<file path="config.mk">
export PLATFORM = sky130hd
export DESIGN_NAME = two_channel_led_fader_motion_auto_core_flat
export DESIGN_NICKNAME = d
export VERILOG_FILES = /design/src/sv/ledfm_pkg.sv /design/src/sv/ledfm_ifs.sv /design/src/sv/ledfm_front.sv /design/src/sv/ledfm_queue.sv /design/src/sv/ledfm_back.sv /design/src/sv/two_channel_led_fader_motion_auto_core.sv /design/src/flat_wrapper.sv
export SDC_FILE = /design/constraint.sdc
export NUM_CORES = 1
export LEC_CHECK = 0
export BUFFER_PORTS_ARGS = -buffer_cell sky130_fd_sc_hd__buf_2
export CAP_MARGIN = 20
export CELL_PAD_IN_SITES_DETAIL_PLACEMENT = 1
export CELL_PAD_IN_SITES_GLOBAL_PLACEMENT = 1
export CORE_ASPECT_RATIO = 0.7
export CORE_UTILIZATION = 40
export DETAILED_ROUTE_END_ITERATION = 12
export PLACE_DENSITY_LB_ADDON = 0.3
export SKIP_CTS_REPAIR_TIMING = 1
export SLEW_MARGIN = 20
export SYNTH_ARGS = -nofsm -noshare
export SYNTH_HDL_FRONTEND = slang
export SYNTH_SLANG_ARGS = --single-unit
export TNS_END_PERCENT = 1
</file>
<file path="constraint.sdc">
create_clock -name i_clk -period 9.4 [get_ports i_clk]
set_input_delay 1.88 -clock i_clk [delete_from_list [all_inputs] [get_ports i_clk]]
set_output_delay 1.88 -clock i_clk [all_outputs]
set_load 0.03 [all_outputs]
</file>
<file path="src/sv/ledfm_pkg.sv">
// shared types, codes and helpers for the two-channel led fader
package ledfm_pkg;

    localparam int NUM_CHANNELS = 2;
    localparam logic [7:0] LEVEL_MAX = 8'd255;
    localparam logic [6:0] PERCENT_MAX = 7'd100;
    localparam int BLINK_TIMER_W = 11;
    localparam int CFG_INDEX_W = 3;
    localparam int CFG_DATA_W = 24;

    localparam logic [1:0] OP_TICK  = 2'd0;
    localparam logic [1:0] OP_SET   = 2'd1;
    localparam logic [1:0] OP_BLINK = 2'd2;

    localparam logic [CFG_INDEX_W-1:0] CFG_FADE_STEP   = 3'd0;
    localparam logic [CFG_INDEX_W-1:0] CFG_MOTION_TO   = 3'd1;
    localparam logic [CFG_INDEX_W-1:0] CFG_IDLE_TO     = 3'd2;
    localparam logic [CFG_INDEX_W-1:0] CFG_BLINK_HALF  = 3'd3;
    localparam logic [CFG_INDEX_W-1:0] CFG_BLINK_CYCLES = 3'd4;

    typedef enum logic [2:0] {
        CMD_TICK,
        CMD_SET,
        CMD_BLINK,
        CMD_NOP,
        CMD_BAD
    } t_cmd;

    typedef enum logic [1:0] {
        FADE_IDLE,
        FADE_SETTLED,
        FADE_DOWN,
        FADE_UP
    } t_fade;

    typedef struct packed {
        t_cmd       cmd;
        logic       ch;
        logic [7:0] level;
        logic       motion;
    } t_entry;

    typedef struct packed {
        logic [7:0] drive_a;
        logic [7:0] drive_b;
        logic       auto_active;
        logic       blinking;
        logic       status;
    } t_result;

    // clamp to 100 percent, then pct * 255 / 100 by reciprocal multiply
    function automatic logic [7:0] scale_percent(input logic [6:0] pct);
        logic [6:0]  clamped;
        logic [14:0] prod255;
        logic [27:0] prod;
        clamped = (pct > PERCENT_MAX) ? PERCENT_MAX : pct;
        prod255 = {clamped, 8'd0} - {8'd0, clamped};
        prod = {13'd0, prod255} * 28'd5243;
        return prod[26:19];
    endfunction

endpackage

</file>
<file path="src/sv/ledfm_ifs.sv">
// channel interfaces: command items, result items and configuration writes
interface ledfm_in_if;
    logic       valid;
    logic       ready;
    logic [1:0] opcode;
    logic [1:0] channel;
    logic [6:0] level_percent;
    logic       motion;

    modport source(output valid, output opcode, output channel, output level_percent,
                   output motion, input ready);
    modport sink(input valid, input opcode, input channel, input level_percent,
                 input motion, output ready);
endinterface

interface ledfm_out_if;
    logic       valid;
    logic       ready;
    logic [7:0] drive_a;
    logic [7:0] drive_b;
    logic       auto_active;
    logic       blinking;
    logic       status;

    modport source(output valid, output drive_a, output drive_b, output auto_active,
                   output blinking, output status, input ready);
    modport sink(input valid, input drive_a, input drive_b, input auto_active,
                 input blinking, input status, output ready);
endinterface

interface ledfm_cfg_if;
    logic        valid;
    logic        ready;
    logic [2:0]  index;
    logic [23:0] data;

    modport source(output valid, output index, output data, input ready);
    modport sink(input valid, input index, input data, output ready);
endinterface

</file>
<file path="src/sv/ledfm_front.sv">
// front end: accepts command items and classifies them into queue entries
module ledfm_front (
    ledfm_in_if.sink           i_item,
    input  logic               i_full,
    output logic               o_push,
    output ledfm_pkg::t_entry  o_entry
);
    import ledfm_pkg::*;

    assign i_item.ready = !i_full;
    assign o_push = i_item.valid && !i_full;

    always_comb begin
        o_entry.ch = i_item.channel[0];
        o_entry.level = scale_percent(i_item.level_percent);
        o_entry.motion = i_item.motion;
        unique case (i_item.opcode)
            OP_TICK: begin
                o_entry.cmd = CMD_TICK;
            end
            OP_SET: begin
                o_entry.cmd = (i_item.channel < 2'(NUM_CHANNELS)) ? CMD_SET : CMD_BAD;
            end
            OP_BLINK: begin
                o_entry.cmd = CMD_BLINK;
            end
            default: begin
                o_entry.cmd = CMD_NOP;
            end
        endcase
    end

endmodule

</file>
<file path="src/sv/ledfm_queue.sv">
// short fifo of classified entries between front and back
module ledfm_queue #(
    parameter int DEPTH = 2
) (
    input  logic               i_clk,
    input  logic               i_rst_n,
    input  logic               i_push,
    input  ledfm_pkg::t_entry  i_entry,
    input  logic               i_pop,
    output logic               o_full,
    output logic               o_valid,
    output ledfm_pkg::t_entry  o_entry
);
    import ledfm_pkg::*;

    localparam int PTR_W = $clog2(DEPTH);
    localparam int CNT_W = $clog2(DEPTH + 1);
    localparam logic [PTR_W-1:0] PTR_LAST = PTR_W'(DEPTH - 1);
    localparam logic [CNT_W-1:0] CNT_FULL = CNT_W'(DEPTH);

    t_entry           r_mem [DEPTH];
    logic [PTR_W-1:0] r_wr_ptr;
    logic [PTR_W-1:0] r_rd_ptr;
    logic [CNT_W-1:0] r_count;
    logic [CNT_W-1:0] n_count;

    assign o_full = (r_count == CNT_FULL);
    assign o_valid = (r_count != '0);
    assign o_entry = r_mem[r_rd_ptr];

    always_comb begin
        n_count = r_count;
        if (i_push && !i_pop) begin
            n_count = r_count + 1'b1;
        end else if (!i_push && i_pop) begin
            n_count = r_count - 1'b1;
        end
    end

    always_ff @(posedge i_clk) begin
        if (i_push) begin
            r_mem[r_wr_ptr] <= i_entry;
        end
    end

    always_ff @(posedge i_clk) begin
        if (!i_rst_n) begin
            r_wr_ptr <= '0;
            r_rd_ptr <= '0;
            r_count <= '0;
        end else begin
            if (i_push) begin
                r_wr_ptr <= (r_wr_ptr == PTR_LAST) ? '0 : r_wr_ptr + 1'b1;
            end
            if (i_pop) begin
                r_rd_ptr <= (r_rd_ptr == PTR_LAST) ? '0 : r_rd_ptr + 1'b1;
            end
            r_count <= n_count;
        end
    end

    a_count_bound: assert property (@(posedge i_clk) disable iff (!i_rst_n)
        r_count <= CNT_FULL)
        else $error("queue count above depth");

    a_push_fills: assert property (@(posedge i_clk) disable iff (!i_rst_n)
        (i_push && !i_pop) |=> (r_count != '0))
        else $error("queue empty after push");

    a_pop_nonempty: assert property (@(posedge i_clk) disable iff (!i_rst_n)
        i_pop |-> (r_count != '0))
        else $error("pop from empty queue");

endmodule

</file>
<file path="src/sv/ledfm_back.sv">
// back end: fade, auto mode and blink show state, configuration and result register
module ledfm_back (
    input  logic               i_clk,
    input  logic               i_rst_n,
    ledfm_cfg_if.sink          i_cfg,
    input  logic               i_entry_valid,
    input  ledfm_pkg::t_entry  i_entry,
    output logic               o_pop,
    ledfm_out_if.source        o_result
);
    import ledfm_pkg::*;

    logic [15:0] r_fade_step;
    logic [23:0] r_motion_to;
    logic [23:0] r_idle_to;
    logic [9:0]  r_blink_half;
    logic [7:0]  r_blink_cycles;

    logic [7:0]  r_level_now [NUM_CHANNELS];
    logic [7:0]  r_level_target [NUM_CHANNELS];
    t_fade       r_fade_mode [NUM_CHANNELS];
    logic [7:0]  r_drive [NUM_CHANNELS];
    logic [15:0] r_fade_el;
    logic [23:0] r_motion_el;
    logic [23:0] r_idle_el;
    logic        r_auto_on;
    logic        r_motion_prev;
    logic        r_blink_pending;
    logic        r_show_run;
    logic [BLINK_TIMER_W-1:0] r_blink_timer;
    logic [7:0]  r_show_cycles;

    logic [7:0]  n_level_now [NUM_CHANNELS];
    logic [7:0]  n_level_target [NUM_CHANNELS];
    t_fade       n_fade_mode [NUM_CHANNELS];
    logic [7:0]  n_drive [NUM_CHANNELS];
    logic [15:0] n_fade_el;
    logic [23:0] n_motion_el;
    logic [23:0] n_idle_el;
    logic        n_auto_on;
    logic        n_motion_prev;
    logic        n_blink_pending;
    logic        n_show_run;
    logic [BLINK_TIMER_W-1:0] n_blink_timer;
    logic [7:0]  n_show_cycles;
    t_result     n_res;

    logic        r_out_valid;
    t_result     r_out;

    logic        go;
    logic        due;
    logic        stepped;
    logic        first_half;
    logic [BLINK_TIMER_W-1:0] timer_inc;
    logic [BLINK_TIMER_W-1:0] half_w;
    logic [7:0]  cycles_inc;

    assign go = i_entry_valid && (!r_out_valid || o_result.ready);
    assign o_pop = go;
    assign i_cfg.ready = 1'b1;
    assign half_w = BLINK_TIMER_W'(r_blink_half);

    always_comb begin
        for (int i = 0; i < NUM_CHANNELS; i++) begin
            n_level_now[i] = r_level_now[i];
            n_level_target[i] = r_level_target[i];
            n_fade_mode[i] = r_fade_mode[i];
            n_drive[i] = r_drive[i];
        end
        n_fade_el = r_fade_el;
        n_motion_el = r_motion_el;
        n_idle_el = r_idle_el;
        n_auto_on = r_auto_on;
        n_motion_prev = r_motion_prev;
        n_blink_pending = r_blink_pending;
        n_show_run = r_show_run;
        n_blink_timer = r_blink_timer;
        n_show_cycles = r_show_cycles;
        due = 1'b0;
        stepped = 1'b0;
        timer_inc = r_blink_timer + 1'b1;
        cycles_inc = r_show_cycles + 1'b1;

        unique case (i_entry.cmd)
            CMD_TICK: begin
                n_fade_el = (r_fade_el == 16'hFFFF) ? r_fade_el : r_fade_el + 16'd1;
                n_motion_el = (r_motion_el == 24'hFFFFFF) ? r_motion_el : r_motion_el + 24'd1;
                n_idle_el = (r_idle_el == 24'hFFFFFF) ? r_idle_el : r_idle_el + 24'd1;
                if (r_show_run) begin
                    if (timer_inc >= {half_w[BLINK_TIMER_W-2:0], 1'b0}) begin
                        n_blink_timer = '0;
                        n_show_cycles = cycles_inc;
                        if (cycles_inc >= r_blink_cycles) begin
                            n_show_run = 1'b0;
                            n_show_cycles = '0;
                            for (int i = 0; i < NUM_CHANNELS; i++) begin
                                n_drive[i] = '0;
                            end
                        end
                    end else begin
                        n_blink_timer = timer_inc;
                    end
                end else begin
                    due = (n_fade_el >= r_fade_step);
                    for (int i = 0; i < NUM_CHANNELS; i++) begin
                        if (r_fade_mode[i] == FADE_UP) begin
                            if (r_level_now[i] >= r_level_target[i]) begin
                                n_fade_mode[i] = FADE_SETTLED;
                            end else if (due) begin
                                n_level_now[i] = r_level_now[i] + 8'd1;
                                n_drive[i] = r_level_now[i] + 8'd1;
                                stepped = 1'b1;
                            end
                        end else if (r_fade_mode[i] == FADE_DOWN) begin
                            if (r_level_now[i] <= r_level_target[i]) begin
                                n_fade_mode[i] = FADE_SETTLED;
                            end else if (due) begin
                                n_level_now[i] = r_level_now[i] - 8'd1;
                                n_drive[i] = r_level_now[i] - 8'd1;
                                stepped = 1'b1;
                            end
                        end
                    end
                    if (stepped) begin
                        n_fade_el = '0;
                    end
                    if (r_auto_on) begin
                        if (n_motion_el >= r_motion_to) begin
                            n_motion_el = '0;
                            n_drive[1] = '0;
                            n_level_target[0] = '0;
                            n_fade_mode[0] = FADE_DOWN;
                        end
                        if (i_entry.motion && !r_motion_prev) begin
                            n_level_target[0] = LEVEL_MAX;
                            n_fade_mode[0] = (LEVEL_MAX > n_level_now[0]) ? FADE_UP : FADE_DOWN;
                            n_drive[1] = LEVEL_MAX;
                            n_motion_el = '0;
                        end
                    end
                    if (r_blink_pending) begin
                        n_blink_pending = 1'b0;
                        n_show_run = 1'b1;
                        n_blink_timer = '0;
                        n_show_cycles = '0;
                    end
                    if (n_idle_el >= r_idle_to) begin
                        n_idle_el = '0;
                        n_auto_on = 1'b1;
                    end
                    n_motion_prev = i_entry.motion;
                end
            end
            CMD_SET: begin
                n_auto_on = 1'b0;
                n_idle_el = '0;
                n_level_target[i_entry.ch] = i_entry.level;
                n_fade_mode[i_entry.ch] = (i_entry.level > r_level_now[i_entry.ch]) ?
                                          FADE_UP : FADE_DOWN;
            end
            CMD_BLINK: begin
                n_blink_pending = 1'b1;
            end
            default: begin
            end
        endcase

        first_half = (n_blink_timer < half_w);
        if (n_show_run) begin
            n_res.drive_a = first_half ? 8'd0 : LEVEL_MAX;
            n_res.drive_b = first_half ? LEVEL_MAX : 8'd0;
        end else begin
            n_res.drive_a = n_drive[0];
            n_res.drive_b = n_drive[1];
        end
        n_res.auto_active = n_auto_on;
        n_res.blinking = n_show_run;
        n_res.status = (i_entry.cmd == CMD_BAD);
    end

    always_ff @(posedge i_clk) begin
        if (!i_rst_n) begin
            r_fade_step <= 16'd15;
            r_motion_to <= 24'd30000;
            r_idle_to <= 24'd90000;
            r_blink_half <= 10'd100;
            r_blink_cycles <= 8'd31;
        end else if (i_cfg.valid) begin
            unique case (i_cfg.index)
                CFG_FADE_STEP:    r_fade_step <= i_cfg.data[15:0];
                CFG_MOTION_TO:    r_motion_to <= i_cfg.data;
                CFG_IDLE_TO:      r_idle_to <= i_cfg.data;
                CFG_BLINK_HALF:   r_blink_half <= i_cfg.data[9:0];
                CFG_BLINK_CYCLES: r_blink_cycles <= i_cfg.data[7:0];
                default: begin
                end
            endcase
        end
    end

    always_ff @(posedge i_clk) begin
        if (!i_rst_n) begin
            for (int i = 0; i < NUM_CHANNELS; i++) begin
                r_level_now[i] <= '0;
                r_level_target[i] <= '0;
                r_fade_mode[i] <= FADE_IDLE;
                r_drive[i] <= '0;
            end
            r_fade_el <= '0;
            r_motion_el <= '0;
            r_idle_el <= '0;
            r_auto_on <= 1'b0;
            r_motion_prev <= 1'b0;
            r_blink_pending <= 1'b0;
            r_show_run <= 1'b0;
            r_blink_timer <= '0;
            r_show_cycles <= '0;
            r_out_valid <= 1'b0;
        end else begin
            if (go) begin
                for (int i = 0; i < NUM_CHANNELS; i++) begin
                    r_level_now[i] <= n_level_now[i];
                    r_level_target[i] <= n_level_target[i];
                    r_fade_mode[i] <= n_fade_mode[i];
                    r_drive[i] <= n_drive[i];
                end
                r_fade_el <= n_fade_el;
                r_motion_el <= n_motion_el;
                r_idle_el <= n_idle_el;
                r_auto_on <= n_auto_on;
                r_motion_prev <= n_motion_prev;
                r_blink_pending <= n_blink_pending;
                r_show_run <= n_show_run;
                r_blink_timer <= n_blink_timer;
                r_show_cycles <= n_show_cycles;
                r_out_valid <= 1'b1;
            end else if (o_result.ready) begin
                r_out_valid <= 1'b0;
            end
        end
    end

    always_ff @(posedge i_clk) begin
        if (go) begin
            r_out <= n_res;
        end
    end

    assign o_result.valid = r_out_valid;
    assign o_result.drive_a = r_out.drive_a;
    assign o_result.drive_b = r_out.drive_b;
    assign o_result.auto_active = r_out.auto_active;
    assign o_result.blinking = r_out.blinking;
    assign o_result.status = r_out.status;

    a_show_start_clears_pending: assert property (@(posedge i_clk) disable iff (!i_rst_n)
        $rose(r_show_run) |-> !r_blink_pending)
        else $error("blink show started with request still pending");

    a_auto_start_clears_idle: assert property (@(posedge i_clk) disable iff (!i_rst_n)
        $rose(r_auto_on) |-> (r_idle_el == '0))
        else $error("auto mode entered without idle restart");

endmodule

</file>
<file path="src/sv/two_channel_led_fader_motion_auto_core.sv">
// top level of the two-channel led fader with motion auto mode and blink show
// The block takes one command item per clock while its queue has room and returns one result
// item for each, in order. The back end registers each result after its item leaves the queue;
// the sustained rate is one item per cycle while results are taken. A queue of QUEUE_DEPTH
// classified items lets the input keep flowing while a result waits to be taken. Configuration
// writes are taken on every cycle and should be issued only while no item is in flight.
module two_channel_led_fader_motion_auto_core #(
    parameter int QUEUE_DEPTH = 2
) (
    input  logic       i_clk,
    input  logic       i_rst_n,
    ledfm_in_if.sink   i_item,
    ledfm_cfg_if.sink  i_cfg,
    ledfm_out_if.source o_result
);
    import ledfm_pkg::*;

    logic   push;
    logic   full;
    logic   pop;
    logic   q_valid;
    t_entry front_entry;
    t_entry q_entry;

    ledfm_front u_front (
        .i_item  (i_item),
        .i_full  (full),
        .o_push  (push),
        .o_entry (front_entry)
    );

    ledfm_queue #(
        .DEPTH (QUEUE_DEPTH)
    ) u_queue (
        .i_clk   (i_clk),
        .i_rst_n (i_rst_n),
        .i_push  (push),
        .i_entry (front_entry),
        .i_pop   (pop),
        .o_full  (full),
        .o_valid (q_valid),
        .o_entry (q_entry)
    );

    ledfm_back u_back (
        .i_clk         (i_clk),
        .i_rst_n       (i_rst_n),
        .i_cfg         (i_cfg),
        .i_entry_valid (q_valid),
        .i_entry       (q_entry),
        .o_pop         (pop),
        .o_result      (o_result)
    );

endmodule

</file>
<file path="src/flat_wrapper.sv">
// flat-port wrapper written by rule: the top's interface ports become plain ports
module two_channel_led_fader_motion_auto_core_flat import ledfm_pkg::*;
#(
    parameter int QUEUE_DEPTH = 2
)
  (i_clk, i_rst_n, i_item_valid, i_item_opcode, i_item_channel, i_item_level_percent, i_item_motion, i_item_ready, i_cfg_valid, i_cfg_index, i_cfg_data, i_cfg_ready, o_result_valid, o_result_drive_a, o_result_drive_b, o_result_auto_active, o_result_blinking, o_result_status, o_result_ready);
  ledfm_in_if i_item_i ();
  ledfm_cfg_if i_cfg_i ();
  ledfm_out_if o_result_i ();
  input  logic i_clk;
  input  logic i_rst_n;
  input wire logic [$bits(i_item_i.valid)-1:0] i_item_valid;
  input wire logic [$bits(i_item_i.opcode)-1:0] i_item_opcode;
  input wire logic [$bits(i_item_i.channel)-1:0] i_item_channel;
  input wire logic [$bits(i_item_i.level_percent)-1:0] i_item_level_percent;
  input wire logic [$bits(i_item_i.motion)-1:0] i_item_motion;
  output wire logic [$bits(i_item_i.ready)-1:0] i_item_ready;
  input wire logic [$bits(i_cfg_i.valid)-1:0] i_cfg_valid;
  input wire logic [$bits(i_cfg_i.index)-1:0] i_cfg_index;
  input wire logic [$bits(i_cfg_i.data)-1:0] i_cfg_data;
  output wire logic [$bits(i_cfg_i.ready)-1:0] i_cfg_ready;
  output wire logic [$bits(o_result_i.valid)-1:0] o_result_valid;
  output wire logic [$bits(o_result_i.drive_a)-1:0] o_result_drive_a;
  output wire logic [$bits(o_result_i.drive_b)-1:0] o_result_drive_b;
  output wire logic [$bits(o_result_i.auto_active)-1:0] o_result_auto_active;
  output wire logic [$bits(o_result_i.blinking)-1:0] o_result_blinking;
  output wire logic [$bits(o_result_i.status)-1:0] o_result_status;
  input wire logic [$bits(o_result_i.ready)-1:0] o_result_ready;
  assign i_item_i.valid = i_item_valid;
  assign i_item_i.opcode = i_item_opcode;
  assign i_item_i.channel = i_item_channel;
  assign i_item_i.level_percent = i_item_level_percent;
  assign i_item_i.motion = i_item_motion;
  assign i_item_ready = i_item_i.ready;
  assign i_cfg_i.valid = i_cfg_valid;
  assign i_cfg_i.index = i_cfg_index;
  assign i_cfg_i.data = i_cfg_data;
  assign i_cfg_ready = i_cfg_i.ready;
  assign o_result_valid = o_result_i.valid;
  assign o_result_drive_a = o_result_i.drive_a;
  assign o_result_drive_b = o_result_i.drive_b;
  assign o_result_auto_active = o_result_i.auto_active;
  assign o_result_blinking = o_result_i.blinking;
  assign o_result_status = o_result_i.status;
  assign o_result_i.ready = o_result_ready;
  two_channel_led_fader_motion_auto_core #(.QUEUE_DEPTH(QUEUE_DEPTH)) u_core (.i_clk(i_clk), .i_rst_n(i_rst_n), .i_item(i_item_i), .i_cfg(i_cfg_i), .o_result(o_result_i));
endmodule
</file>
Yosys cells after proc, flatten, opt, wreduce, memory -nomap -nowiden. Memories as Yosys holds them, arrays and structs flattened. A register that Yosys moved wholly into a read port is not among the register bits. Index checks and enable logic that the tools add are counted.

Reduce and logical (&&, ||, !) cells: 31. Multiplexer cells: 132. Shifts and indexed selects: 0. Equal/unequal tests: 19. Magnitude comparators: 16. $mul: 1. $add $sub $neg: 14. Bitwise operators: 10. Div/mod/pow operators: 0.

Operator list (count): 8-bit 2-to-1 mux (47); 24-bit 2-to-1 mux (8); 16-bit 2-to-1 mux (10); 24-bit by 1-bit adder with 24-bit output, second input constant (2); 24-bit == test, second input constant (2); 24-bit >= comparator (2); 24-bit case mux with 2 select lines (1); 11-bit 2-to-1 mux (4); 1-bit 2-to-1 mux (34); 2-bit 2-to-1 mux (16); 15-bit by 13-bit multiplier with 27-bit output, second input constant (1); 8-bit by 1-bit adder with 8-bit output, second input constant (3); 8-bit >= comparator (3); 16-bit by 1-bit adder with 16-bit output, second input constant (1); 16-bit bitwise mux (1); 16-bit == test, second input constant (1); 16-bit >= comparator (1); 8-bit less-or-equal comparator (2); 8-bit case mux with 2 select lines (1); 8-bit by 1-bit subtractor with 8-bit output, second input constant (2); 15-bit by 7-bit subtractor with 15-bit output (1); 2-bit AND reduction (7); 2-bit == test, second input constant (6); 2-bit nonzero test (6); other kinds (37) (61).

Bits in latches: 0. Bits in read-only memories: 0. Memories: 5. Bits in registers: 193. Output and inout bits: 22. Word-level logic and storage cells: 251. Bits of input ports: 44. Memory bits (writable): 78.

Memories: u_core.u_queue.r_mem (words 2, width 13, read ports 1, clocked after memory_dff 1, write ports 1, RTL line ledfm_queue.sv:21) `t_entry r_mem [DEPTH];`; u_core.u_back.r_drive (words 2, width 8, read ports 2, clocked after memory_dff 0, write ports 2, RTL line ledfm_back.sv:22) `logic [7:0] r_drive [NUM_CHANNELS];`; u_core.u_back.r_level_now (words 2, width 8, read ports 3, clocked after memory_dff 0, write ports 2, RTL line ledfm_back.sv:19) `logic [7:0] r_level_now [NUM_CHANNELS];`; u_core.u_back.r_level_target (words 2, width 8, read ports 2, clocked after memory_dff 0, write ports 2, RTL line ledfm_back.sv:20) `logic [7:0] r_level_target [NUM_CHANNELS];`; u_core.u_back.r_fade_mode (words 2, width 2, read ports 2, clocked after memory_dff 0, write ports 2, RTL line ledfm_back.sv:21) `t_fade r_fade_mode [NUM_CHANNELS];`.

Longest topological paths before layout.
Word-level depth: 16. Depth in mapped cells: 29. Gate-level depth less buffers: 28.

By module. Synthesis repeated with hierarchy kept, for this count alone.

Cell total of the unflattened synthesis: 2368. Area total of the unflattened synthesis: 20708.6 µm².

Modules (own cells, without submodules): ledfm_back (seq. area each 5535.3 µm², cells each 1850, area an instance 15472.3 µm², times used 1); ledfm_front (seq. area each 0.0 µm², cells each 456, area an instance 4082.7 µm², times used 1); ledfm_queue (seq. area each 880.8 µm², cells each 62, area an instance 1153.6 µm², times used 1).

Least setup slack after synthesis. OpenSTA, ideal clock, no wires.

Kind: input to register. Start point: input port i_item_level_percent[6]. End point: memory u_core.u_queue.r_mem[0][7] (netlist name), data pin. Data arrival time: 8.165 ns. Library setup time: 0.261 ns. Data required time: 9.139 ns. Slack: 0.974 ns. Stages: 27. Buffers on the path: 1. Path through: clkbuf_1 nand2_1 a21oi_1 nor2b_1 inv_1 ha_1 nand2_1 o31ai_2 nor3b_1 xnor2_1 inv_1 fa_1 inv_1 ha_1 fa_1 inv_1 fa_1 fa_1 inv_1 ha_1 nor3_1 o21ai_0 o2111ai_1 a21oi_1 or3_1 a21o_1 xor2_1.

RTL lines: start, declared (RTL line flat_wrapper.sv:15) `input wire logic [$bits(i_item_i.level_percent)-1:0] i_item_level_percent;`; end, declared (RTL line ledfm_queue.sv:21).

==> flow_metrics.env <==
export IMPL_final_hold_viol_count=0
export IMPL_critPathMaxStageDelay_ns=0.68
export IMPL_grt_pass1_vias=17200
export IMPL_setup_viol=0
export IMPL_fin_crit_sh_pct=88.5
export IMPL_synth_nets=2605
export IMPL_area_growth_pct=9.85
export IMPL_rsz0062_at_grt="no"
export IMPL_syn_area_sq_um=19900
export IMPL_firstDrtPassIters=6
export IMPL_rr_worst_depth=22
export IMPL_synthArstFlopShare_pct=0
export IMPL_holdWs_ns=0.456
export IMPL_final_antenna_net_count=0
export IMPL_worstSetupStartpointType="input pin"
export IMPL_worstMarginPinSlew_ns=1.04
export IMPL_crit_path_top_delay_cell="o211ai_1"
export IMPL_start_util_pct=41.0
export IMPL_leakagePower_nw=9.43
export IMPL_grt_remaining_overflow=0
export IMPL_cp_end_kind="flop"
export IMPL_dpl_hpwl_um=47000
export IMPL_hold_path_class="flop to flop"
export IMPL_status="complete, no violations"
export IMPL_die_w_um=268
export IMPL_wl_per_cell_um=20.5
export IMPL_grt_pass1_wl_um=95700
export IMPL_portBuffers=64
export IMPL_irDropWorstVdd_mv=0.150
export IMPL_clkLatencyLatePin_ns=0.59
export IMPL_fin_util_pct=45.1
export IMPL_wl_um=60800
export IMPL_crit_type="input pin to flop"
export IMPL_synth_top_area_cell="dfxtp_1"
export IMPL_fin_worst_skew_ns=0.0250
export IMPL_cts_tree="yes"
export IMPL_crit_fanout=9
export IMPL_syn_inst=2270
export IMPL_final_nets=2627
export IMPL_ys_seq_area_share_pct=32.3
export IMPL_maxSlewViolCount=0
export IMPL_yosys_warnings=0
export IMPL_via_per_inst=5.62
export IMPL_timing_fmax_mhz=120
export IMPL_min_period_ns=8.32
export IMPL_max_cap_viol_count=0
export IMPL_ys_top_cells_by_area="dfxtp_1 (18%), edfxtp_1 (15%), ha_1 (14%)"
export IMPL_dieArea_sq_um=50600
export IMPL_powerDensity_nw_per_um2=249
export IMPL_slew_headroom_pct=30.6
export IMPL_cts_root_buf="clkbuf_16"
export IMPL_min_path_cells=2
export IMPL_drc_errors=0
export IMPL_antenna_found_initial=0
export IMPL_ys_types=80
export IMPL_final_cell_mix="inv_1 (287), nand2_1 (267), ha_1 (225)"
export IMPL_grt_util_met1_pct=35.6
export IMPL_boundaryPins=66
export IMPL_drive_gt1_share_pct=7.29
export IMPL_core_sq_um=48500
export IMPL_r2r_setup_slack_ns=2.99
export IMPL_final_common_cell="inv_1"
export IMPL_busiest_layer="met2"
export IMPL_path_common_cell="inv_1"
export IMPL_setup_tns_ns=0
export IMPL_cts_buffer_depth=3
export IMPL_dominantRegCellSynth="dfxtp_1"
export IMPL_clk_pin_slew_ns=0.06
export IMPL_synth_top_area_share_pct=17.6
export IMPL_place_congestion=0.888
export IMPL_globalRouteMet3Util_pct=5.04
export IMPL_clock_sinks=272
export IMPL_crit_required_ns=9.72
export IMPL_grt_max_degree=81
export IMPL_syn_avg_cell_area_sq_um=8.75
export IMPL_numCtsBuffers=31
export IMPL_synth_edf_count=97
export IMPL_worstPathArrival_ns=8.64
export IMPL_die_h_um=188
export IMPL_htreeDepth=1
export IMPL_met2_usage_pct=35.9
export IMPL_ys_ff_latch=272
export IMPL_rows=67
export IMPL_grt_usage_pct=24.0
export IMPL_drt_initial_drc_count=1008
export IMPL_via_count=16700
-- per-layer routing --
metal  routed length (um)  up-vias
met5                    0        -
met4                  979        0
met3                 3690       66
met2                25700      373
met1                30400     8318
li1                     -     7958
-- layout make-up --
| class | instances | area [sq um] |
|---|---|---|
| multi-input cells | 1618 | 12000 |
| fillers | 5715 | 26600 |
| well taps | 655 | 820 |
| clock buffers | 41 | 896 |
| repair buffers | 81 | 448 |
| inverters | 288 | 1080 |
| clock inverters | 17 | 125 |
| flip-flops and latches | 272 | 6420 |
| diodes | 2 | 5.00 |
-- registers in the layout (all words and copies together), names as in the netlist, 24 cells and up, named ones only --
signal                     cells
u_core.u_back.r_motion_el     24
u_core.u_back.r_idle_el       24
u_core.u_back.r_idle_to       24
u_core.u_back.r_motion_to     24
u_core.u_queue.r_mem          26
-- Yosys cell counts, types with 7 or more instances --
cell type and count:
inv_1 287, o211ai_1 32, a2111oi_0 7, nand3_1 63
and4_1 7, fa_1 66, nor3_1 40, o21ai_0 70
a211oi_1 24, nor2_1 153, buf_2 8, and2_1 23
edfxtp_1 97, o221ai_1 10, xnor2_1 67, or3_1 11
clkbuf_1 73, o21a_1 14, and3_1 27, nand2_1 267
nand4_1 25, xor2_1 49, a21oi_1 131, dfxtp_1 175
a22oi_1 9, a221oi_1 15, mux2i_1 21, ha_1 225
nand2b_1 27, buf_1 9, a21o_1 27, nor4_1 9
o31ai_1 13, a22o_1 32, a32o_1 11, a31oi_1 24
nor2b_1 19
-- critical path: cells and delay by family --
family          cells  cell delay [ns]
simple gates        4             0.92
buf+inv             6             0.54
xor+xnor            1             0.15
fa+ha+maj           7             2.62
compound gates     10             2.52
-- final timing paths --
| path | start | to |
|---|---|---|
| hold / removal | u_core.u_back.r_fade_step[5] | u_core.u_back.r_fade_step[5] |
| setup / recovery | i_item_level_percent[0] | u_core.u_queue.r_mem[1][7] |
| setup reg to reg | u_core.u_back.r_blink_timer[0] | u_core.u_back.o_result.drive_a[7] |
| hold reg to reg | u_core.u_back.r_fade_step[5] | u_core.u_back.r_fade_step[5] |
-- per-stage QoR --
stage	instance area, sq um	worst slack [ns]	std cells	power (mW)
finish	21800	1.08	2974	5.43
global route	21800	0.445	2972	5.86
CTS	21800	1.05	2972	5.46
detailed placement	20800	0.449	2914	4.21
global placement	20800	0.784	2914	4.04
floorplan	19900	0.974	2270	3.42
-- report_power, final --
| part | total, mW | switching (mW) | leakage [nW] | internal [mW] |
|---|---|---|---|---|
| clock network | 1.23 | 0.530 | 0.502 | 0.696 |
| registers | 1.66 | 0.152 | 2.39 | 1.51 |
| logic | 2.54 | 1.58 | 6.54 | 0.955 |
-- kinds of logic (layout without fill, tap and decap cells) --
kind of cell	Yosys count	count (layout)	synth area share, %
AND/OR/NAND/NOR	695	695	16.3
AO/OA/AOI/OAI	489	489	16.8
flip-flops	272	272	32.3
multiplexers	26	26	1.34
other	1	3	0.0189
XOR/XNOR	116	116	5.11
buffers and inverters	380	427	7.27
adder cells (fa/ha/maj)	291	291	20.8
(Power assumes the default switching activity.)
